$ cat config.mk
export PLATFORM = sky130hd
export DESIGN_NAME = rpc_prep
export DESIGN_NICKNAME = d
export VERILOG_FILES = /design/src/rtl/core/rpc_pkg.sv /design/src/rtl/core/rpc_prep.sv
export SDC_FILE = /design/constraint.sdc
export NUM_CORES = 2
export LEC_CHECK = 0
export BUFFER_PORTS_ARGS = -buffer_cell sky130_fd_sc_hd__buf_2
export CORE_MARGIN = 5
export CORE_UTILIZATION = 40
export CTS_BUF_LIST = sky130_fd_sc_hd__clkbuf_2 sky130_fd_sc_hd__clkbuf_4 sky130_fd_sc_hd__clkbuf_8
export DETAILED_ROUTE_END_ITERATION = 10
export PLACE_DENSITY = 0.61
export SETUP_SLACK_MARGIN = 0.2
export SYNTH_ARGS = -nofsm -noshare
export SYNTH_HDL_FRONTEND = slang
export SYNTH_SLANG_ARGS = --single-unit
$ cat constraint.sdc
create_clock -name clk -period 8.96 [get_ports clk]
set_clock_uncertainty 0.05 [all_clocks]
set_input_delay 0.896 -clock clk [delete_from_list [all_inputs] [get_ports clk]]
set_output_delay 0.896 -clock clk [all_outputs]
set_load 0.005 [all_outputs]
$ cat src/rtl/core/rpc_pkg.sv
// Shared types and constants of the rectangular/polar converter.
package rpc_pkg;

  // Operation codes carried with each item.
  localparam logic OP_TO_POLAR = 1'b0;
  localparam logic OP_TO_RECT  = 1'b1;

  // Field widths of the channels.
  localparam int IN_W   = 16;
  localparam int MAG_W  = 17;
  localparam int OUT_W  = 16;

  // Angle width inside the datapath: a full circle is 2^32.
  localparam int ZW = 32;

  // Guard bits on the CORDIC x and y words above the fraction bits.
  localparam int X_GUARD = 19;

  // Square root of a 32-bit sum of squares, two radicand bits per step.
  localparam int SQW        = 32;
  localparam int SQRT_STEPS = 16;

  // Width of the gain-correction product and the gain constant itself.
  localparam int PW = 51;
  localparam logic signed [33:0] INV_GAIN = 34'sh0_9B74_EDA8;

  // Arctangent table, atan(2^-i) in units of 2^-32 of a full circle.
  localparam int ATAN_ENTRIES = 30;
  localparam logic [ZW-1:0] ATAN_TAB [ATAN_ENTRIES] = '{
    32'h20000000, 32'h12E4051E, 32'h09FB385B, 32'h051111D4, 32'h028B0D43,
    32'h0145D7E1, 32'h00A2F61E, 32'h00517C55, 32'h0028BE53, 32'h00145F2F,
    32'h000A2F98, 32'h000517CC, 32'h00028BE6, 32'h000145F3, 32'h0000A2FA,
    32'h0000517D, 32'h000028BE, 32'h0000145F, 32'h00000A30, 32'h00000518,
    32'h0000028C, 32'h00000146, 32'h000000A3, 32'h00000051, 32'h00000029,
    32'h00000014, 32'h0000000A, 32'h00000005, 32'h00000003, 32'h00000001
  };

  // Control bits that travel with every item.
  typedef struct packed {
    logic op;
    logic zero;
  } rpc_ctrl_t;

endpackage

$ cat src/rtl/core/rpc_prep.sv
// Front end: squares, gain product and quadrant fold, then start values.
module rpc_prep #(
  parameter int DW = 16,
  localparam int XW = DW + rpc_pkg::X_GUARD
) (
  input  logic                             clk,
  input  logic                             rst_n,
  input  logic                             in_valid,
  output logic                             in_ready,
  input  logic                             in_operation,
  input  logic signed [rpc_pkg::IN_W-1:0]  in_first_value,
  input  logic signed [rpc_pkg::IN_W-1:0]  in_second_value,
  output logic                             out_valid,
  input  logic                             out_ready,
  output rpc_pkg::rpc_ctrl_t               out_ctrl,
  output logic signed [XW-1:0]             out_x,
  output logic signed [XW-1:0]             out_y,
  output logic [rpc_pkg::ZW-1:0]           out_z,
  output logic [rpc_pkg::SQW-1:0]          out_rem,
  output logic [rpc_pkg::SQW-1:0]          out_root
);

  // First register stage: products and folded start values.
  logic                             v0_r;
  rpc_pkg::rpc_ctrl_t               ctrl0_r, ctrl0_nxt;
  logic [rpc_pkg::SQW-1:0]          sq_re_r, sq_re_nxt;
  logic [rpc_pkg::SQW-1:0]          sq_im_r, sq_im_nxt;
  logic signed [rpc_pkg::IN_W:0]    a_r, a_nxt;
  logic signed [rpc_pkg::IN_W:0]    b_r, b_nxt;
  logic [rpc_pkg::ZW-1:0]           z0_r, z0_nxt;
  logic signed [rpc_pkg::PW-1:0]    prod_r, prod_nxt;

  // Second register stage: CORDIC and square root start values.
  logic                             v1_r;
  rpc_pkg::rpc_ctrl_t               ctrl1_r;
  logic signed [XW-1:0]             x1_r, x1_nxt;
  logic signed [XW-1:0]             y1_r, y1_nxt;
  logic [rpc_pkg::ZW-1:0]           z1_r;
  logic [rpc_pkg::SQW-1:0]          s1_r, s1_nxt;

  logic                             ready0, ready1;
  logic signed [rpc_pkg::SQW-1:0]   sq_re_s, sq_im_s;
  logic signed [rpc_pkg::IN_W:0]    re_ext, im_ext;
  logic                             re_neg, flip;
  logic [rpc_pkg::ZW-1:0]           zp;
  logic signed [rpc_pkg::PW-1:0]    prod_sh;

  assign ready1   = !v1_r || out_ready;
  assign ready0   = !v0_r || ready1;
  assign in_ready = ready0;

  // Squares, quadrant fold and the gain-correction product.
  always_comb begin
    re_ext    = {in_first_value[rpc_pkg::IN_W-1], in_first_value};
    im_ext    = {in_second_value[rpc_pkg::IN_W-1], in_second_value};
    sq_re_s   = in_first_value * in_first_value;
    sq_im_s   = in_second_value * in_second_value;
    sq_re_nxt = sq_re_s;
    sq_im_nxt = sq_im_s;
    re_neg    = in_first_value[rpc_pkg::IN_W-1];
    // A phase beyond a quarter circle is turned by a half circle.
    flip      = (in_second_value > 16'sd16384) || (in_second_value < -16'sd16384);
    zp        = {in_second_value, {(rpc_pkg::ZW - rpc_pkg::IN_W){1'b0}}};
    ctrl0_nxt.op   = in_operation;
    ctrl0_nxt.zero = (in_first_value == '0) && (in_second_value == '0);
    b_nxt     = '0;
    if (in_operation == rpc_pkg::OP_TO_RECT) begin
      a_nxt  = flip ? -re_ext : re_ext;
      z0_nxt = zp ^ {flip, {(rpc_pkg::ZW - 1){1'b0}}};
    end else begin
      // A vector in the left half-plane is turned by a half circle.
      a_nxt  = re_neg ? -re_ext : re_ext;
      b_nxt  = re_neg ? -im_ext : im_ext;
      z0_nxt = {re_neg, {(rpc_pkg::ZW - 1){1'b0}}};
    end
    prod_nxt = a_nxt * rpc_pkg::INV_GAIN;
  end

  // Sum of squares and scaled start vector.
  always_comb begin
    s1_nxt  = sq_re_r + sq_im_r;
    prod_sh = prod_r >>> (32 - DW);
    if (ctrl0_r.op == rpc_pkg::OP_TO_RECT) begin
      x1_nxt = XW'(prod_sh);
      y1_nxt = '0;
    end else begin
      x1_nxt = XW'(a_r) <<< DW;
      y1_nxt = XW'(b_r) <<< DW;
    end
  end

  // Valid bits of both stages.
  always_ff @(posedge clk) begin
    if (!rst_n) begin
      v0_r <= 1'b0;
      v1_r <= 1'b0;
    end else begin
      if (ready0) begin
        v0_r <= in_valid;
      end
      if (ready1) begin
        v1_r <= v0_r;
      end
    end
  end

  // Payload of both stages.
  always_ff @(posedge clk) begin
    if (in_valid && ready0) begin
      ctrl0_r <= ctrl0_nxt;
      sq_re_r <= sq_re_nxt;
      sq_im_r <= sq_im_nxt;
      a_r     <= a_nxt;
      b_r     <= b_nxt;
      z0_r    <= z0_nxt;
      prod_r  <= prod_nxt;
    end
    if (v0_r && ready1) begin
      ctrl1_r <= ctrl0_r;
      x1_r    <= x1_nxt;
      y1_r    <= y1_nxt;
      z1_r    <= z0_r;
      s1_r    <= s1_nxt;
    end
  end

  assign out_valid = v1_r;
  assign out_ctrl  = ctrl1_r;
  assign out_x     = x1_r;
  assign out_y     = y1_r;
  assign out_z     = z1_r;
  assign out_rem   = s1_r;
  assign out_root  = '0;

endmodule

# Yosys cells after proc, flatten, opt, wreduce, memory -nomap -nowiden
# Cells that the tools add are included.
# totals
ff_bits	316
latchBits	0
mem_bits_rw	0
mem_bits_ro	0
in_bits	37
output_inout_bits	170
wordCells	44
memories	0
# op_classes
add_sub_neg	3
multipliers	3
div_mod_pow	0
order_cmp	2
eq_ne	0
n_shift	0
muxes	6
bitwise	1
reduce_logical	10
# op_table
operator	n
$mux W17	4
$mul A16 B16 Y32	2
$mul A17 B30 Y47 const B	1
$mux W35	1
$neg A16 Y17	2
$add A32 B32 Y32	1
$logic_not A16 Y1	2
$mux W32	1
$xor A32 B32 Y32	1
$gt A16 B16 Y1 const B	1
$lt A16 B15 Y1 const B	1
$logic_and A1 B1 Y1	3
$logic_or A1 B1 Y1	3
$logic_not A1 Y1	2

# Longest topological paths before layout
# logic_depth
depth_word	5
ltp_mapped	35
ltp_nobuf	33

# Least setup slack after synthesis
# No wires, ideal clock.
# synth_path
path_kind	input to register
start	input in_second_value[0] (netlist bit)
end	register prod_r[43] (netlist bit) (data pin)
setup_time_ns	0.258
arrival_time_ns	8.354
t_required_ns	8.652
setup_slack_ns	0.298
path_stages	30
path_buffers	3
cell_sequence	clkbuf_1 > inv_1 > buf_1 > ha_1 > nor3b_2 > nand4_4 > nand3_1 > a31oi_1 > clkbuf_1 > o31ai_1 > xnor2_1 > fa_1 > fa_1 > fa_1 > fa_1 > inv_1 > fa_1 > inv_1 > fa_1 > ha_1 > a21oi_1 > o21bai_1 > a32oi_1 > a31oi_1 > o21ai_0 > a21oi_2 > nor3_4 > o221ai_2 > a21oi_2 > xnor2_1
# synth_between
elab_chain_len	5
# synth_rtl
item	line	source
start: declaration	rpc_prep.sv:12	input logic signed [rpc_pkg::IN_W-1:0] in_second_value,
$gt A16 B16 Y1 / $lt A16 B15 Y1 (equally long branches)	rpc_prep.sv:62	flip = (in_second_value > 16'sd16384) || (in_second_value < -16'sd16384);
$logic_or A1 B1 Y1 (*)	rpc_prep.sv:62	
$mux W17 (*)	rpc_prep.sv:68	a_nxt = flip ? -re_ext : re_ext;
$mux W17 (*)	rpc_prep.sv:67	if (in_operation == rpc_pkg::OP_TO_RECT) begin
named net a_nxt, one bit	rpc_prep.sv:28	logic signed [rpc_pkg::IN_W:0] a_r, a_nxt;
$mul A17 B30 Y47 (*)	rpc_prep.sv:76	prod_nxt = a_nxt * rpc_pkg::INV_GAIN;
named net prod_nxt, one bit	rpc_prep.sv:31	logic signed [rpc_pkg::PW-1:0] prod_r, prod_nxt;
end signal: assignment	rpc_prep.sv:116	prod_r <= prod_nxt;
end: declaration	rpc_prep.sv:31	
# Mark *: on every way through the listed nets, which the timed path passes. The rest lies on a longest branch.
# A chain may end at the register's enable or synchronous reset.

# Worst setup path after layout
# layout_path
start	input in_first_value[7] (netlist bit)
end	register prod_r[47] (netlist bit) (data pin)
# layout_between
elab_chain_len	4
# layout_rtl
item	line	source
start: declaration	rpc_prep.sv:11	input logic signed [rpc_pkg::IN_W-1:0] in_first_value,
$neg A16 Y17 (*)	rpc_prep.sv:68, rpc_prep.sv:72	
$mux W17, on equally long branches	rpc_prep.sv:72, rpc_prep.sv:68	
$mux W17 (*)	rpc_prep.sv:67	
named net a_nxt, one bit	rpc_prep.sv:28	
$mul A17 B30 Y47 (*)	rpc_prep.sv:76	
named net prod_nxt, one bit	rpc_prep.sv:31	
# Marked as above.

==> impl_metrics.env <==
export IMPL_layout_drive_gt1_share_pct=9.467
export IMPL_grt_max_degree=77
export IMPL_grt_ovfl_total=0
export IMPL_layout_setup_ws_ns=0.7911
export IMPL_worst_setup_path_start_kind="input port"
export IMPL_ys_flop_type="edfxtp_1"
export IMPL_areaGrowthSynthToFinish_pct=8.653
export IMPL_dp_cells=4821
export IMPL_cp_data_required_time_ns=9.27
export IMPL_avgSynthCellArea_um2=10.50
export IMPL_grt_pass1_vias=25370
export IMPL_synth_top_area_share_pct=36.39
export IMPL_hp_class="flip-flop to flip-flop"
export IMPL_clk_latency_ns=0.62
export IMPL_fin_crit_sh_pct=91.17
export IMPL_clk_pin_slew_ns=0.06
export IMPL_portBuffers=142
export IMPL_dr_pass1_iters=5
export IMPL_syn_area_um2=36700
export IMPL_cts_max_level=2
export IMPL_end_kind="flip-flop"
export IMPL_ant_nets=0
export IMPL_via_per_inst=4.849
export IMPL_numCtsBuffers=46
export IMPL_finalHoldViolations=0
export IMPL_yosysMostFrequentCell="inv_1"
export IMPL_fmax_mhz=122.4
export IMPL_slew_viol_final=0
export IMPL_io_pin_count=207
export IMPL_setup_viol=0
export IMPL_hold_buffers=0
export IMPL_finalNonFillerCells=4910
export IMPL_synth_edf_count=248
export IMPL_tritoncts="built"
export IMPL_vias=23810
export IMPL_floorplan_rows=111
export IMPL_cts_sinks=250
export IMPL_ys_types=85
export IMPL_core_area_um2=91390
export IMPL_synthArstFlopShare_pct=0
export IMPL_setup_tns_final_ns=0
export IMPL_synth_seq_area_share_pct=20.40
export IMPL_rsz0062_at_grt="false"
export IMPL_crit_path_max_fanout=5
export IMPL_slowest_delay_ns=0.61
export IMPL_route_detailed_drc=0
export IMPL_routed_wl_mm=88.71
export IMPL_nFillCells=8728
export IMPL_dp_hpwl_mm=74.74
export IMPL_post_route_util_pct=43.63
export IMPL_post_cts_resized=0
export IMPL_root_buffer="clkbuf_8"
export IMPL_antenna_found_initial=11
export IMPL_min_period_ns=8.169
export IMPL_drt_iter0_drc=1356
export IMPL_die_width_um=312.9
export IMPL_cp_top_family="adder cells"
export IMPL_yosys_register_bits=250
export IMPL_place_congestion=0.9659
export IMPL_critPathMostFrequentCell="fa_1"
export IMPL_route_detailed_wl_per_inst_um=18.07
export IMPL_die_area_um2=97900
export IMPL_yosysTopAreaCell="fa_1"
export IMPL_path_class="input port to flip-flop"
export IMPL_relSlewSlack_pct=28.02
export IMPL_crit_slowest_cell="mux2i_1"
export IMPL_seqCellArea_um2=7487
export IMPL_pre_cts_slack_ns=0.2049
export IMPL_die_h_um=312.9
export IMPL_cts_buffer_depth=3
export IMPL_grt_pass1_wl_mm=142.3
export IMPL_synth_top_cells_by_count="inv_1 (920), fa_1 (667), ha_1 (376)"
export IMPL_post_cts_buffers=0
export IMPL_fin_nets=4763
export IMPL_status="finished, final reports clean"
export IMPL_synthTopCellsByArea="fa_1 (36%), edfxtp_1 (20%), ha_1 (13%), inv_1 (9.4%), xnor2_1 (2.8%)"
export IMPL_multi_input_area_um2=25180
export IMPL_grt_total_usage_pct=18.61
export IMPL_critPathBufInv=6
export IMPL_yosys_warnings=0
export IMPL_cp_arrival_ns=8.47
export IMPL_start_util_pct=40.16
export IMPL_tightest_slew_ns=1.080
export IMPL_synthCells=3496
export IMPL_drv_cap=0
[final timing paths]
path / endpoint / slack, ns / cells after the start / start
worst min register to register: out_z[25] / 0.37 / 0 / z0_r[25]
worst min-delay path: out_z[25] / 0.37 / 0 / z0_r[25]
worst max register to register: out_rem[16] / 5.27 / 11 / sq_im_r[3]
worst max-delay path: prod_r[47] / 0.79 / 28 / in_first_value[7]
[metal layers]
layer  routed length (um)  GRT usage [%]  vias to the layer above  part of all wire (%)
met5                   26              0                        -                 0.029
met4                 1775          3.972                        4                   2.0
met3                 7456          4.509                      112                   8.4
met2                39250          28.82                      703                    44
met1                40200          26.82                    11950                    45
li1                     -              -                    11040                     -
[worst reg2reg max path: cells and delay by family, from the launching register on]
kind,cells,cell delay [ns]
AO/OA/AOI/OAI,8,2.11
XOR/XNOR,1,0.34
adder cells (fa/ha/maj),1,0.31
flip-flops,1,0.38
AND/OR/NAND/NOR,1,0.13
[metrics by stage]
stage / area [um^2] / hold slack (ns)
final: 39870 / 0.3686
after global routing: 39870 / 0.3710
after CTS: 39860 / 0.3690
after detailed placement: 38900 / 0.3554
after global placement: 38900 / 0.3521
after floorplan: 36930 / 0.3503
[final cells by class]
cell class | count | area share (%)
Antenna cell | 6 | 0.03766
Clock buffer | 61 | 1.870
Clock inverter | 22 | 0.5240
Inverter | 930 | 8.755
Multi-Input combinational cell | 2239 | 63.14
Sequential cell | 250 | 18.78
Tap cell | 1186 | 3.722
Timing Repair Buffer | 216 | 3.176
[registers in the layout, indices dropped and copies added, names as in the netlist]
signal,flops
out_z,16
out_x,34
sq_re_r,31
out_rem,32
ctrl0_r,2
b_r,17
z0_r,16
prod_r,34
a_r,16
sq_im_r,31
v0_r,1
out_y,17
out_ctrl,2
out_valid,1
[logic make-up after synthesis]
kind of cell	Yosys count	synth area share, %
XOR/XNOR	155	3.699
buffers and inverters	1070	11.67
multiplexers	22	0.6649
flip-flops	250	20.40
adder cells (fa/ha/maj)	1043	49.21
other	1	0.01022
AO/OA/AOI/OAI	305	5.650
AND/OR/NAND/NOR	650	8.701
[placed cells by master, fill, tap and decap left out, types with 12 or more instances in the layout]
cell type,Yosys,routed
mux2_2,19,19
xnor2_1,118,118
o21ai_0,43,43
nand3_1,21,21
nor2b_1,39,38
nor2_1,156,156
inv_1,920,920
clkbuf_8,0,46
nand2_1,205,205
clkbuf_4,0,15
a21oi_1,85,85
buf_2,5,142
nand2b_1,17,17
buf_4,67,74
conb_1,1,64
a31oi_1,12,12
edfxtp_1,248,248
a21o_1,56,56
and3_1,16,16
o21a_1,16,16
ha_1,376,376
clkinv_1,8,16
xor2_1,37,37
nor3_1,28,28
and2_1,105,104
fa_1,667,667
Power is not shown: default switching activity piles up to over one toggle a cycle in this logic, so the estimate is an artifact.
