===== src/rtl/core/rpc_pkg.sv =====
// Shared types and constants of the rectangular/polar converter.
package rpc_pkg;

  // Operation codes carried with each item.
  localparam logic OP_TO_POLAR = 1'b0;
  localparam logic OP_TO_RECT  = 1'b1;

  // Field widths of the channels.
  localparam int IN_W   = 16;
  localparam int MAG_W  = 17;
  localparam int OUT_W  = 16;

  // Angle width inside the datapath: a full circle is 2^32.
  localparam int ZW = 32;

  // Guard bits on the CORDIC x and y words above the fraction bits.
  localparam int X_GUARD = 19;

  // Square root of a 32-bit sum of squares, two radicand bits per step.
  localparam int SQW        = 32;
  localparam int SQRT_STEPS = 16;

  // Width of the gain-correction product and the gain constant itself.
  localparam int PW = 51;
  localparam logic signed [33:0] INV_GAIN = 34'sh0_9B74_EDA8;

  // Arctangent table, atan(2^-i) in units of 2^-32 of a full circle.
  localparam int ATAN_ENTRIES = 30;
  localparam logic [ZW-1:0] ATAN_TAB [ATAN_ENTRIES] = '{
    32'h20000000, 32'h12E4051E, 32'h09FB385B, 32'h051111D4, 32'h028B0D43,
    32'h0145D7E1, 32'h00A2F61E, 32'h00517C55, 32'h0028BE53, 32'h00145F2F,
    32'h000A2F98, 32'h000517CC, 32'h00028BE6, 32'h000145F3, 32'h0000A2FA,
    32'h0000517D, 32'h000028BE, 32'h0000145F, 32'h00000A30, 32'h00000518,
    32'h0000028C, 32'h00000146, 32'h000000A3, 32'h00000051, 32'h00000029,
    32'h00000014, 32'h0000000A, 32'h00000005, 32'h00000003, 32'h00000001
  };

  // Control bits that travel with every item.
  typedef struct packed {
    logic op;
    logic zero;
  } rpc_ctrl_t;

endpackage


===== src/rtl/core/rpc_stage.sv =====
// One pipeline stage: a CORDIC micro-rotation and a square root step.
module rpc_stage #(
  parameter int DW    = 16,
  parameter int STAGE = 0,
  parameter int ITER  = 16,
  localparam int XW = DW + rpc_pkg::X_GUARD
) (
  input  logic                    clk,
  input  logic                    rst_n,
  input  logic                    in_valid,
  output logic                    in_ready,
  input  rpc_pkg::rpc_ctrl_t      in_ctrl,
  input  logic signed [XW-1:0]    in_x,
  input  logic signed [XW-1:0]    in_y,
  input  logic [rpc_pkg::ZW-1:0]  in_z,
  input  logic [rpc_pkg::SQW-1:0] in_rem,
  input  logic [rpc_pkg::SQW-1:0] in_root,
  output logic                    out_valid,
  input  logic                    out_ready,
  output rpc_pkg::rpc_ctrl_t      out_ctrl,
  output logic signed [XW-1:0]    out_x,
  output logic signed [XW-1:0]    out_y,
  output logic [rpc_pkg::ZW-1:0]  out_z,
  output logic [rpc_pkg::SQW-1:0] out_rem,
  output logic [rpc_pkg::SQW-1:0] out_root
);

  localparam int SQ_SHIFT = (STAGE < rpc_pkg::SQRT_STEPS) ?
                            (rpc_pkg::SQW - 2 - 2 * STAGE) : 0;
  localparam logic [rpc_pkg::SQW:0] SQ_BIT = (rpc_pkg::SQW + 1)'(1) << SQ_SHIFT;

  logic                    valid_r;
  rpc_pkg::rpc_ctrl_t      ctrl_r;
  logic signed [XW-1:0]    x_r, x_nxt;
  logic signed [XW-1:0]    y_r, y_nxt;
  logic [rpc_pkg::ZW-1:0]  z_r, z_nxt;
  logic [rpc_pkg::SQW-1:0] rem_r, rem_nxt;
  logic [rpc_pkg::SQW-1:0] root_r, root_nxt;

  assign in_ready = !valid_r || out_ready;

  // Micro-rotation: the sign of y steers vectoring, the sign of z rotation.
  if (STAGE < ITER) begin : g_cordic
    logic                 sigma;
    logic signed [XW-1:0] xs, ys;
    always_comb begin
      xs    = in_x >>> STAGE;
      ys    = in_y >>> STAGE;
      sigma = (in_ctrl.op == rpc_pkg::OP_TO_RECT) ? !in_z[rpc_pkg::ZW-1]
                                                  : in_y[XW-1];
      if (sigma) begin
        x_nxt = in_x - ys;
        y_nxt = in_y + xs;
        z_nxt = in_z - rpc_pkg::ATAN_TAB[STAGE];
      end else begin
        x_nxt = in_x + ys;
        y_nxt = in_y - xs;
        z_nxt = in_z + rpc_pkg::ATAN_TAB[STAGE];
      end
    end
  end else begin : g_cordic_pass
    assign x_nxt = in_x;
    assign y_nxt = in_y;
    assign z_nxt = in_z;
  end

  // Restoring square root step on the remainder and the partial root.
  if (STAGE < rpc_pkg::SQRT_STEPS) begin : g_sqrt
    logic [rpc_pkg::SQW:0] trial;
    logic                  take;
    always_comb begin
      trial = {1'b0, in_root} + SQ_BIT;
      take  = ({1'b0, in_rem} >= trial);
      if (take) begin
        rem_nxt  = in_rem - trial[rpc_pkg::SQW-1:0];
        root_nxt = (in_root >> 1) + SQ_BIT[rpc_pkg::SQW-1:0];
      end else begin
        rem_nxt  = in_rem;
        root_nxt = in_root >> 1;
      end
    end
  end else begin : g_sqrt_pass
    assign rem_nxt  = in_rem;
    assign root_nxt = in_root;
  end

  // Valid bit.
  always_ff @(posedge clk) begin
    if (!rst_n) begin
      valid_r <= 1'b0;
    end else if (in_ready) begin
      valid_r <= in_valid;
    end
  end

  // Payload.
  always_ff @(posedge clk) begin
    if (in_valid && in_ready) begin
      ctrl_r <= in_ctrl;
      x_r    <= x_nxt;
      y_r    <= y_nxt;
      z_r    <= z_nxt;
      rem_r  <= rem_nxt;
      root_r <= root_nxt;
    end
  end

  assign out_valid = valid_r;
  assign out_ctrl  = ctrl_r;
  assign out_x     = x_r;
  assign out_y     = y_r;
  assign out_z     = z_r;
  assign out_rem   = rem_r;
  assign out_root  = root_r;

endmodule


===== config.mk =====
export PLATFORM = sky130hd
export DESIGN_NAME = rpc_stage
export DESIGN_NICKNAME = d
export VERILOG_FILES = /design/src/rtl/core/rpc_pkg.sv /design/src/rtl/core/rpc_stage.sv
export SDC_FILE = /design/constraint.sdc
export NUM_CORES = 1
export LEC_CHECK = 0
export BUFFER_PORTS_ARGS = -buffer_cell sky130_fd_sc_hd__buf_2
export CAP_MARGIN = 25
export CORE_ASPECT_RATIO = 0.9
export CORE_MARGIN = 2
export CORE_UTILIZATION = 30
export DETAILED_ROUTE_END_ITERATION = 10
export GPL_TIMING_DRIVEN = 0
export HOLD_SLACK_MARGIN = 0.15
export PLACE_DENSITY = 0.56
export SLEW_MARGIN = 5
export SYNTH_ARGS = -nofsm -noshare
export SYNTH_HDL_FRONTEND = slang
export SYNTH_SLANG_ARGS = --single-unit

===== constraint.sdc =====
create_clock -name clk -period 7.2 [get_ports clk]
set_clock_uncertainty 0.2 [all_clocks]
set_input_delay 1.08 -clock clk [delete_from_list [all_inputs] [get_ports clk]]
set_output_delay 1.08 -clock clk [all_outputs]
set_load 0.01 [all_outputs]

== Word-level counts from Yosys, hierarchy flattened ==
Cells that the tools add are included.
Storage, ports and cells
  register bits: 169
Cells by class
  mux-type cells: 6
  add/subtract/negate cells: 8
  reductions and logical operators: 4
  order comparisons: 1
Operator list (count)
  2-to-1 mux 35 bit: 2
  subtractor 35 bit: 2
  2-to-1 mux 32 bit: 2
  adder 35 bit: 1
  adder 32 x 31 -> 33 bit (second input constant): 1
  >= comparator 32 x 33 -> 1 bit: 1
  adder 31 x 31 -> 32 bit (second input constant): 1
  adder 32 x 30 -> 32 bit (second input constant): 1
  subtractor 32 x 30 -> 32 bit (second input constant): 1
  subtractor 32 bit: 1
  2-to-1 mux 31 bit: 1
  logical NOT 1 bit: 2
  logical AND 1 bit: 1
  logical OR 1 bit: 1
  2-to-1 mux 1 bit: 1

== Logic depth before layout (Yosys ltp) ==
Gate-level depths: netlist of the first run.
  depth after elaboration: 3
  mapped depth: 15

== Least setup slack after synthesis of the first run ==
No wires, ideal clock.
  path kind: input to register
  start point: in out_ready
  end point: reg ctrl_r, in the netlist out_ctrl[0] (enable)
  required time: 6.452 ns
  stages: 2
  library setup time: 0.548 ns
  path slack: 1.341 ns
  path buffers: 0
  arrival time: 5.112 ns
  cells stage by stage: nand2b_1 > and2_1
Between the ends
  word-level cells in the longest chain between the ends: 2
RTL lines
  start, declared: line rpc_stage.sv:19  | input logic out_ready,
  logical OR 1 bit: line rpc_stage.sv:40  | assign in_ready = !valid_r || out_ready;
  logical AND 1 bit: line rpc_stage.sv:98  | if (in_valid && in_ready) begin
  end signal, assigned: line rpc_stage.sv:99  | ctrl_r <= in_ctrl;
  end, declared: line rpc_stage.sv:33  | rpc_pkg::rpc_ctrl_t ctrl_r;
No other way between the ends.
A chain may end at the register's enable or synchronous reset.

== Final worst setup path of the first run ==
  start point: in in_x[4]
  end point: reg x_r[32] (netlist: out_x[32]), data pin
Between the ends
  word-level cells in the longest chain between the ends: 2
RTL lines
  start, declared: line rpc_stage.sv:13  | input logic signed [XW-1:0] in_x,
  adder 35 bit / subtractor 35 bit (equally long branches): line rpc_stage.sv:56, rpc_stage.sv:52
  2-to-1 mux 35 bit *: line rpc_stage.sv:51  | if (sigma) begin
  net x_nxt[32]: line rpc_stage.sv:34  | logic signed [XW-1:0] x_r, x_nxt;
  end signal, assigned: line rpc_stage.sv:100  | x_r <= x_nxt;
  end, declared: line rpc_stage.sv:34
Mark *: on every way through the listed nets, which the timed path passes. The rest lies on a longest branch.

==> results of run 1 <==
[placed cells by master (no fill, tap or decap), types with 6 or more instances in the layout]
cell type  netlist  routed
mux2i_1         13      13
or3_1            9       9
mux2_4          25      25
o21bai_1        31      31
a21o_1          43      43
xor2_1          14      14
a211oi_1        14      14
inv_1          144     144
o21ai_0         67      67
a21oi_1        153     153
ha_1           135     135
o221ai_1         6       6
nand3_1         20      20
nor2_1         101     101
o211ai_1         9       9
nor2b_1          9       9
a31oi_1         13      13
nor4_1          12      12
buf_2            3     344
o21a_1           8       8
clkbuf_1        32      34
o31ai_1         15      15
xnor2_1         84      84
clkbuf_16        0      17
nor3_1          21      21
nand4_1         18      18
edfxtp_1       167     167
buf_1            8       8
nand2_1         54      54
nand2b_1        12      12
[power breakdown]
part	leakage (nW)	internal [W]	switching, W	total [W]
clock	0.282	0.000520	0.000438	0.000958
sequential	1.62	0.00122	0.0000254	0.00125
combinational	5.39	0.000440	0.000676	0.00112
total	7.30	0.00218	0.00114	0.00332
[metrics by stage]
stage	cell area, µm²	util, %	setup slack (ns)	instances
after floorplan	13100	-	1.341	1344
after global placement	15500	36.00	-0.4276	2240
after detailed placement	15560	36.13	2.285	2242
after CTS	16150	37.51	2.835	2274
after global routing	16150	37.51	2.699	2274
final	16150	37.51	2.859	2275
[metal layers]
metal  track usage, %  part of all wire, %
met3            4.536                  6.5
met2            32.97                   48
met5                0                0.018
met4            6.575                  2.0
met1            25.40                   44
[cell type report]
cell class                      instances  area (µm²)  share of cell area (%)
Buffer                                 53       282.8                   1.750
Multi-Input combinational cell        977        7238                   44.81
Tap cell                              555       694.4                   4.299
Inverter                              146       548.0                   3.392
Antenna cell                            1       2.502                 0.01549
Clock buffer                           19       432.9                   2.680
Timing Repair Buffer                  343        1762                   10.91
Sequential cell                       168        5035                   31.17
Clock inverter                         13       158.9                  0.9837
[registers in the layout, summed over array words and instances, names as in the netlist]
register	flops
out_y	34
out_ctrl	2
out_rem	32
out_root	32
out_valid	1
out_z	32
out_x	35
[kinds of logic after synthesis]
family | Yosys count | share of synthesized area (%)
AOI/OAI and AO/OA | 421 | 20.90
and+or+nand+nor | 276 | 9.923
buffers and inverters | 199 | 6.341
DFF | 168 | 38.43
adders and majority gates | 140 | 13.66
xor gates and xnor gates | 98 | 6.551
muxes | 42 | 4.202
[worst min-delay path, delay by kind of cell, from the launching register on]
kind | cells | cell delay (ns)
DFF | 1 | 0.32
and+or+nand+nor | 1 | 0.10
AOI/OAI and AO/OA | 1 | 0.10
[worst max path at each step]
stage | start | endpoint | slack, ns | cells past startpoint
after detailed placement | in_root[4] | out_rem[11]$_DFFE_PP_ | 2.28 | 14
final | in_x[4] | out_x[32]$_DFFE_PP_ | 2.86 | 14
after global routing | in_root[4] | out_rem[11]$_DFFE_PP_ | 2.70 | 14
after floorplan | out_ready | out_ctrl[0]$_DFFE_PP_ | 1.34 | 2
after CTS | in_root[4] | out_rem[11]$_DFFE_PP_ | 2.83 | 14
after global placement | out_ready | out_y[9]$_DFFE_PP_ | -0.43 | 3
==> flow_summary.yaml, run 1 <==
cts:
  insertion_delay_ns: 0.49
  htreeDepth: 4
  postCtsSetupBuffers: 0
  cts.repair.resized: 0
  cts_sinks: 168
  ctsHoldBuffers: 0
  clkTransAtPathRegs_ns: 0.07
  cts_buffers: 17
  root_buffer: "clkbuf_16"
  cts_tree: "yes"
  clockBufferDepth: 2
timing:
  layout_min_cycle_time_ns: 4.341
  drv_slew: 0
  setup_viol: 0
  setup_tns_ns: 0
  rsz0062_at_grt: "false"
  period_share_pct: 60.29
  hold_viol_final: 0
  tightest_slew_ns: 0.9631
  whs_ns: 0.3666
  max_freq_ghz: 0.2304
  slew_headroom_pct: 34.13
min_path:
  min-delay-start: "out_valid$_SDFFE_PN0N_"
  hold_class: "reg -> reg"
  holdPathEnd: "out_valid$_SDFFE_PN0N_"
  worstHoldPathCells: 2
logic_synthesis:
  synth-seq-cells: 168
  synthArstFlopShare_pct: 0
  synth_top_area_share_pct: 38.28
  synthTopCellsByArea: "edfxtp_1 38%, ha_1 13%, a21oi_1 5.8%, xnor2_1 5.6%, inv_1 4.1%"
  syn_area_um2: 13100
  synthDistinctLibCells: 80
  yosys_warnings: 0
  yosysTopAreaCell: "edfxtp_1"
  synth_edf_count: 167
  ys_seq_area_share_pct: 38.43
  synth_most_common_cell: "edfxtp_1"
  synth-main-ff-cell: "edfxtp_1"
  postSynthCellCount: 1344
  postSynthAreaPerCell_um2: 9.748
  syn_nets: 1656
  yosys-top-cells-count: "167 x edfxtp_1, 153 x a21oi_1, 144 x inv_1"
critical_path:
  max_stage_delay_ns: 0.51
  worstSetupPathType: "in -> reg"
  regToRegEndpoint: "out_x[8]$_DFFE_PP_"
  required_ns: 7.23
  ff2ff_setup_slack_ns: 4.89
  crit_path_cell_trace: "buf_2 > inv_1 > ha_1 > buf_2 > or2_1 > a211oi_2 > o21ai_1 > o31ai_4 > a31oi_2 > o31ai_4 > a21bo_2 > a41oi_2 > a21oi_1 > xnor2_1"
  critPathMaxFanout: 9
  cp_slowest_cell: "o31ai_4"
  r2r_cells: 4
  r2r-start: "out_valid$_SDFFE_PN0N_"
  worstSetupStartpointType: "input port"
  crit_arrival_ns: 4.37
  path_delay_family: "compound AO/OA/AOI/OAI gates"
  crit_buf_inv: 3
  critPathCaptureType: "flop"
power_and_ir_drop:
  p_leak_nw: 7.295
  power_density_nw_per_um2: 205.6
  ir_worst_vdd_mv: 0.1532
  power_w: 0.003321
outcome:
  status: "complete, no violations"
route:
  drt_iter0_markers: 977
  vias: 11680
  final_antenna_net_count: 0
  post_drt_wl_per_cell_um: 19.95
  route.detailed.drc: 0
  via_per_inst: 5.133
  wl_um: 45390
  first_pass_iters: 6
placed_design:
  place_congestion: 0.9285
  hpwlAfterDp_um: 36840
  portBuffers: 341
final_layout:
  area_growth_pct: 23.30
  fill_cells: 4403
  num-nets-final: 2018
  drive_above_1_share_pct: 25.48
global_route:
  grt_pass1_vias: 11660
  overflow: 0
  track_usage_pct: 19.83
  grt_pass1_wl_um: 67760
  antenna_found_initial: 2
  grt_max_degree: 65
floorplan:
  core_area_um2: 43060
  chipHeight_um: 202.3
  ios: 342
  rows: 72
  die_x_um: 224.3
  dieArea_um2: 45360
  initial_utilization_pct: 30.42
flow_run:
  max_cap_viol_count: 0
(Power assumes the default switching activity.)
==> run 2: changes to the inputs <==
Clock period 7.2 ns to 4.2 ns, I/O delays scaled along.
==> flow_summary.yaml, run 2 (synthesis results as in run 1) <==
placed_design:
  portBuffers: 341
  hpwlAfterDp_um: 36470
  place_congestion: 0.9365
cts:
  clkTransAtPathRegs_ns: 0.07
  insertion_delay_ns: 0.49
  root_buffer: "clkbuf_16"
  cts_buffers: 17
  cts_tree: "yes"
  clockBufferDepth: 2
  cts_sinks: 168
  postCtsSetupBuffers: 0
  htreeDepth: 4
route:
  wl_um: 45720
  final_antenna_net_count: 0
  post_drt_wl_per_cell_um: 19.57
  first_pass_iters: 5
  vias: 11920
  drt_iter0_markers: 1156
  via_per_inst: 5.104
  route.detailed.drc: 0
power_and_ir_drop:
  p_leak_nw: 7.571
  ir_worst_vdd_mv: 0.2347
  power_density_nw_per_um2: 347.0
  power_w: 0.005835
min_path:
  hold_class: "in -> reg"
timing:
  slew_headroom_pct: 22.18
  tightest_slew_ns: 1.138
  layout_min_cycle_time_ns: 4.030
  setup_tns_ns: 0
  drv_slew: 0
  setup_viol: 0
  max_freq_ghz: 0.2481
  rsz0062_at_grt: "false"
  period_share_pct: 95.96
  hold_viol_final: 0
final_layout:
  drive_above_1_share_pct: 24.83
  num-nets-final: 2079
  final_cell_mix: "344 x buf_2, 167 x edfxtp_1, 153 x a21oi_1"
  area_growth_pct: 28.34
  final_common_cell: "buf_2"
  largest_reg_flops: 35
floorplan:
  core_area_um2: 43060
  ios: 342
  die_x_um: 224.3
  rows: 72
  initial_utilization_pct: 30.42
  chipHeight_um: 202.3
  dieArea_um2: 45360
critical_path:
  crit_arrival_ns: 4.06
  worstSetupStartpointType: "input port"
  cp_slowest_cell: "dlygate4sd3_1"
  worstSetupPathType: "in -> reg"
  critPathMaxFanout: 10
  required_ns: 4.23
  critPathCaptureType: "flop"
  crit_path_cell_trace: "dlygate4sd3_1 > buf_2 > inv_1 > ha_1 > a21oi_2 > nor2_1 > a211oi_2 > o22a_1 > o311ai_2 > a41o_1 > a211o_1 > a21oi_1 > or2_1 > buf_6 > buf_12 > mux2_4"
  max_stage_delay_ns: 0.52
global_route:
  track_usage_pct: 19.94
  overflow: 0
  grt_pass1_wl_um: 68000
  grt_max_degree: 50
  grt_pass1_vias: 11810
  antenna_found_initial: 1
outcome:
  status: "complete, no violations"
flow_run:
  max_cap_viol_count: 0
[run 2: cell types whose count changed in the layout (fill, tap and decap cells not counted), sizes merged]
| cell | previous run | this run |
|---|---|---|
| buf | 363 | 364 |
| bufinv | 2 | 3 |
| clkbuf | 52 | 50 |
| clkinv | 4 | 5 |
| dlygate4sd3 | 0 | 60 |
[run 2: layout make-up]
| cell class | count | area [µm²] |
|---|---|---|
| tap | 555 | 694.4 |
| clock buffer | 17 | 425.4 |
| sequential | 168 | 5035 |
| fill | 4365 | 26250 |
| multi-input combinational | 977 | 7243 |
| buffer | 53 | 282.8 |
| clock inverter | 15 | 207.7 |
| inverter | 146 | 548.0 |
| antenna | 1 | 2.502 |
| timing repair buffer | 404 | 2375 |
[run 2: path summary, 6_finish.rpt]
| path | start | end | slack (ns) | cells past startpoint |
|---|---|---|---|---|
| hold reg to reg | out_valid$_SDFFE_PN0N_ | out_valid$_SDFFE_PN0N_ | 0.38 | 2 |
| hold / removal | in_root[6] | out_root[5]$_DFFE_PP_ | 0.19 | 1 |
| setup / recovery | in_root[9] | out_rem[11]$_DFFE_PP_ | 0.17 | 16 |
| setup reg to reg | out_valid$_SDFFE_PN0N_ | out_x[5]$_DFFE_PP_ | 2.03 | 4 |
[run 2: layer usage]
layer  wire length (µm)  part of all wire, %  vias to the layer above  GRT usage (%)
met5                  0                    0                        -              0
met4               1350                  3.0                        0          8.184
met3               2921                  6.4                       82          4.419
met2              21210                   46                      493          32.28
met1              20240                   44                     5640          25.76
li1                   -                    -                     5708              -
[run 2: worst max-delay path, delay by kind of cell]
kind | cells | cell delay, ns
AOI/OAI and AO/OA | 7 | 1.54
buffers and inverters | 5 | 1.02
adders and majority gates | 1 | 0.33
muxes | 1 | 0.31
and+or+nand+nor | 2 | 0.21
[run 2: timing repair]
item                                   in CTS  in global routing
setup endpoints to repair                   0                 25
hold buffers                               59                  1
gates resized for setup                     0                  1
endpoints found under the hold margin      59                  1
[run 2: power by group]
| part | switching [W] | internal (W) |
|---|---|---|
| clock network | 0.000782 | 0.000957 |
| logic | 0.00116 | 0.000793 |
| registers | 0.0000452 | 0.00209 |
| total | 0.00199 | 0.00384 |
[run 2: metrics by stage]
step,cell area [µm²],util (%),hold slack [ns],setup slack (ns),instances
after floorplan,13100,-,0.4094,0.5957,1344
after global placement,15500,36.00,0.3084,-0.3008,2240
after detailed placement,15570,36.16,0.3416,-0.2606,2243
after CTS,16800,39.01,0.1523,0.1199,2334
after global routing,16810,39.04,0.1565,0.02438,2335
final,16810,39.05,0.1945,0.1696,2336
==> run 3: changes to the inputs <==
Settings changed: CELL_PAD_IN_SITES_DETAIL_PLACEMENT set to 0, CELL_PAD_IN_SITES_GLOBAL_PLACEMENT set to 2, PLACE_DENSITY 0.56 to 0.81.
==> flow_summary.yaml, run 3 (synthesis results as in run 1) <==
outcome:
  status: "complete, no violations"
timing:
  setup_slack_ns: 0.1550
  slew_headroom_pct: 35.78
  period_share_pct: 96.31
  setup_viol: 0
  max_freq_ghz: 0.2472
  hold_viol_final: 0
  tightest_slew_ns: 0.9633
  rsz0062_at_grt: "false"
  layout_min_cycle_time_ns: 4.045
  drv_slew: 0
route:
  post_drt_wl_per_cell_um: 20.22
  drt_iter0_markers: 757
  via_per_inst: 5.058
  final_antenna_net_count: 0
  first_pass_iters: 4
  route.detailed.drc: 0
  wl_um: 47130
  vias: 11790
final_layout:
  num-nets-final: 2075
  final_core_util_pct: 38.96
  seq_area_um2: 5035
  final_common_cell: "buf_2"
  final_cell_area_um2: 16780
  drive_above_1_share_pct: 24.94
  multi_input_area_um2: 7257
  fill_cells: 4365
  final_cell_mix: "344 x buf_2, 167 x edfxtp_1, 153 x a21oi_1"
  area_growth_pct: 28.05
  layout.cells.non_filler: 2331
  diodes: 0
  largest_reg_flops: 35
global_route:
  track_usage_pct: 20.47
  antenna_found_initial: 2
  grt_pass1_wl_um: 69530
  grt_max_degree: 71
  overflow: 0
  grt_pass1_vias: 11580
cts:
  clkTransAtPathRegs_ns: 0.08
  root_buffer: "clkbuf_16"
  cts_tree: "yes"
  cts_buffers: 17
  insertion_delay_ns: 0.48
  htreeDepth: 4
  clockBufferDepth: 2
  cts_sinks: 168
flow_run:
  max_cap_viol_count: 0
floorplan:
  rows: 72
  initial_utilization_pct: 30.42
  die_x_um: 224.3
  dieArea_um2: 45360
  ios: 342
  chipHeight_um: 202.3
  core_area_um2: 43060
placed_design:
  place_congestion: 0.8726
  pre_cts_slack_ns: -0.1986
  hpwlAfterDp_um: 37360
  dp_cells: 2242
  dpl_cell_area_um2: 15550
  portBuffers: 341
power_and_ir_drop:
  ir_worst_vdd_mv: 0.2761
  power.switching_w: 0.002040
  p_comb_share_pct: 34.0
  internal-power_w: 0.003746
  p_leak_nw: 7.572
  swShare_pct: 35.26
  power_frac_seq_pct: 36.9
  power_w: 0.005786
  power_density_nw_per_um2: 344.9
  clockPowerShare_pct: 29.1
critical_path:
  required_ns: 4.24
  path_delay_family: "compound AO/OA/AOI/OAI gates"
  critPathCaptureType: "flop"
  worstSetupStartpointType: "input port"
  max_stage_delay_ns: 0.53
  worstSetupPathType: "in -> reg"
  cp_slowest_cell: "dlygate4sd3_1"
  critPathMaxFanout: 5
  crit_arrival_ns: 4.08
  crit_path_cell_trace: "dlygate4sd3_1 > buf_2 > inv_1 > ha_1 > a2111oi_0 > a21oi_1 > a221o_1 > a41o_1 > a21o_1 > a21o_1 > a21oi_1 > xnor2_1 > mux2_4"
  crit_buf_inv: 3
min_path:
  hold_class: "in -> reg"
## run 3: cell types whose count changed in the layout (fill, tap and decap cells not counted), sizes merged
cell	delta
clkinvlp	-2
bufinv	-2
diode	-1
clkinv	+4
dlygate4sd3	-4
## run 3: path summary, 6_finish.rpt
kind / from / end / slack, ns / cells past startpoint
worst max-delay path: in_root[7] / out_rem[20]$_DFFE_PP_ / 0.16 / 13
worst min-delay path: in_root[23] / out_root[22]$_DFFE_PP_ / 0.18 / 1
worst max register to register: out_valid$_SDFFE_PN0N_ / out_y[11]$_DFFE_PP_ / 1.77 / 4
worst min register to register: out_valid$_SDFFE_PN0N_ / out_valid$_SDFFE_PN0N_ / 0.39 / 2
## run 3: cell type report
| type | count | share of cell area, % |
|---|---|---|
| Tap cell | 555 | 4.139 |
| Clock inverter | 15 | 1.216 |
| Timing Repair Buffer | 400 | 13.89 |
| Inverter | 146 | 3.267 |
| Multi-Input combinational cell | 977 | 43.26 |
| Clock buffer | 17 | 2.536 |
| Buffer | 53 | 1.686 |
| Sequential cell | 168 | 30.01 |
## run 3: power by group through the flow
stage / Sequential, W / Clock, W / Combinational, W
final: 0.00214 / 0.00168 / 0.00197
after global routing: 0.00215 / 0.00181 / 0.00214
after CTS: 0.00214 / 0.00174 / 0.00196
after detailed placement: 0.00217 / 0 / 0.00190
after global placement: 0.00218 / 0 / 0.00190
after floorplan: 0.00228 / 0 / 0.00110
## run 3: layer usage
layer / vias to the layer above / track usage, % / share of wire [%] / wire (µm)
li1: 5684 / - / - / -
met1: 5630 / 26.70 / 45 / 21280
met2: 416 / 33.81 / 46 / 21810
met3: 56 / 4.783 / 6.5 / 3063
met4: 4 / 5.889 / 2.0 / 949
met5: - / 0 / 0.057 / 27
## run 3: metrics by stage
stage	hold slack [ns]	setup TNS [ns]
floorplan	0.4094	0
global placement	0.3086	-25.00
detailed placement	0.3435	-1.545
CTS	0.1501	0
global route	0.1600	0
finish	0.1791	0
## run 3: worst reg2reg max path, delay by kind of cell (launching register included)
kind,cells,cell delay (ns)
and+or+nand+nor,2,0.85
DFF,1,0.32
buffers and inverters,2,0.67
## run 3: timing repair
| item | CTS | global route |
|---|---|---|
| endpoints found under the setup margin | 0 | 25 |
| resized for setup | 0 | 3 |
| hold buffers | 56 | 0 |
| endpoints found under the hold margin | 56 | 0 |
| buffers inserted | 0 | 0 |
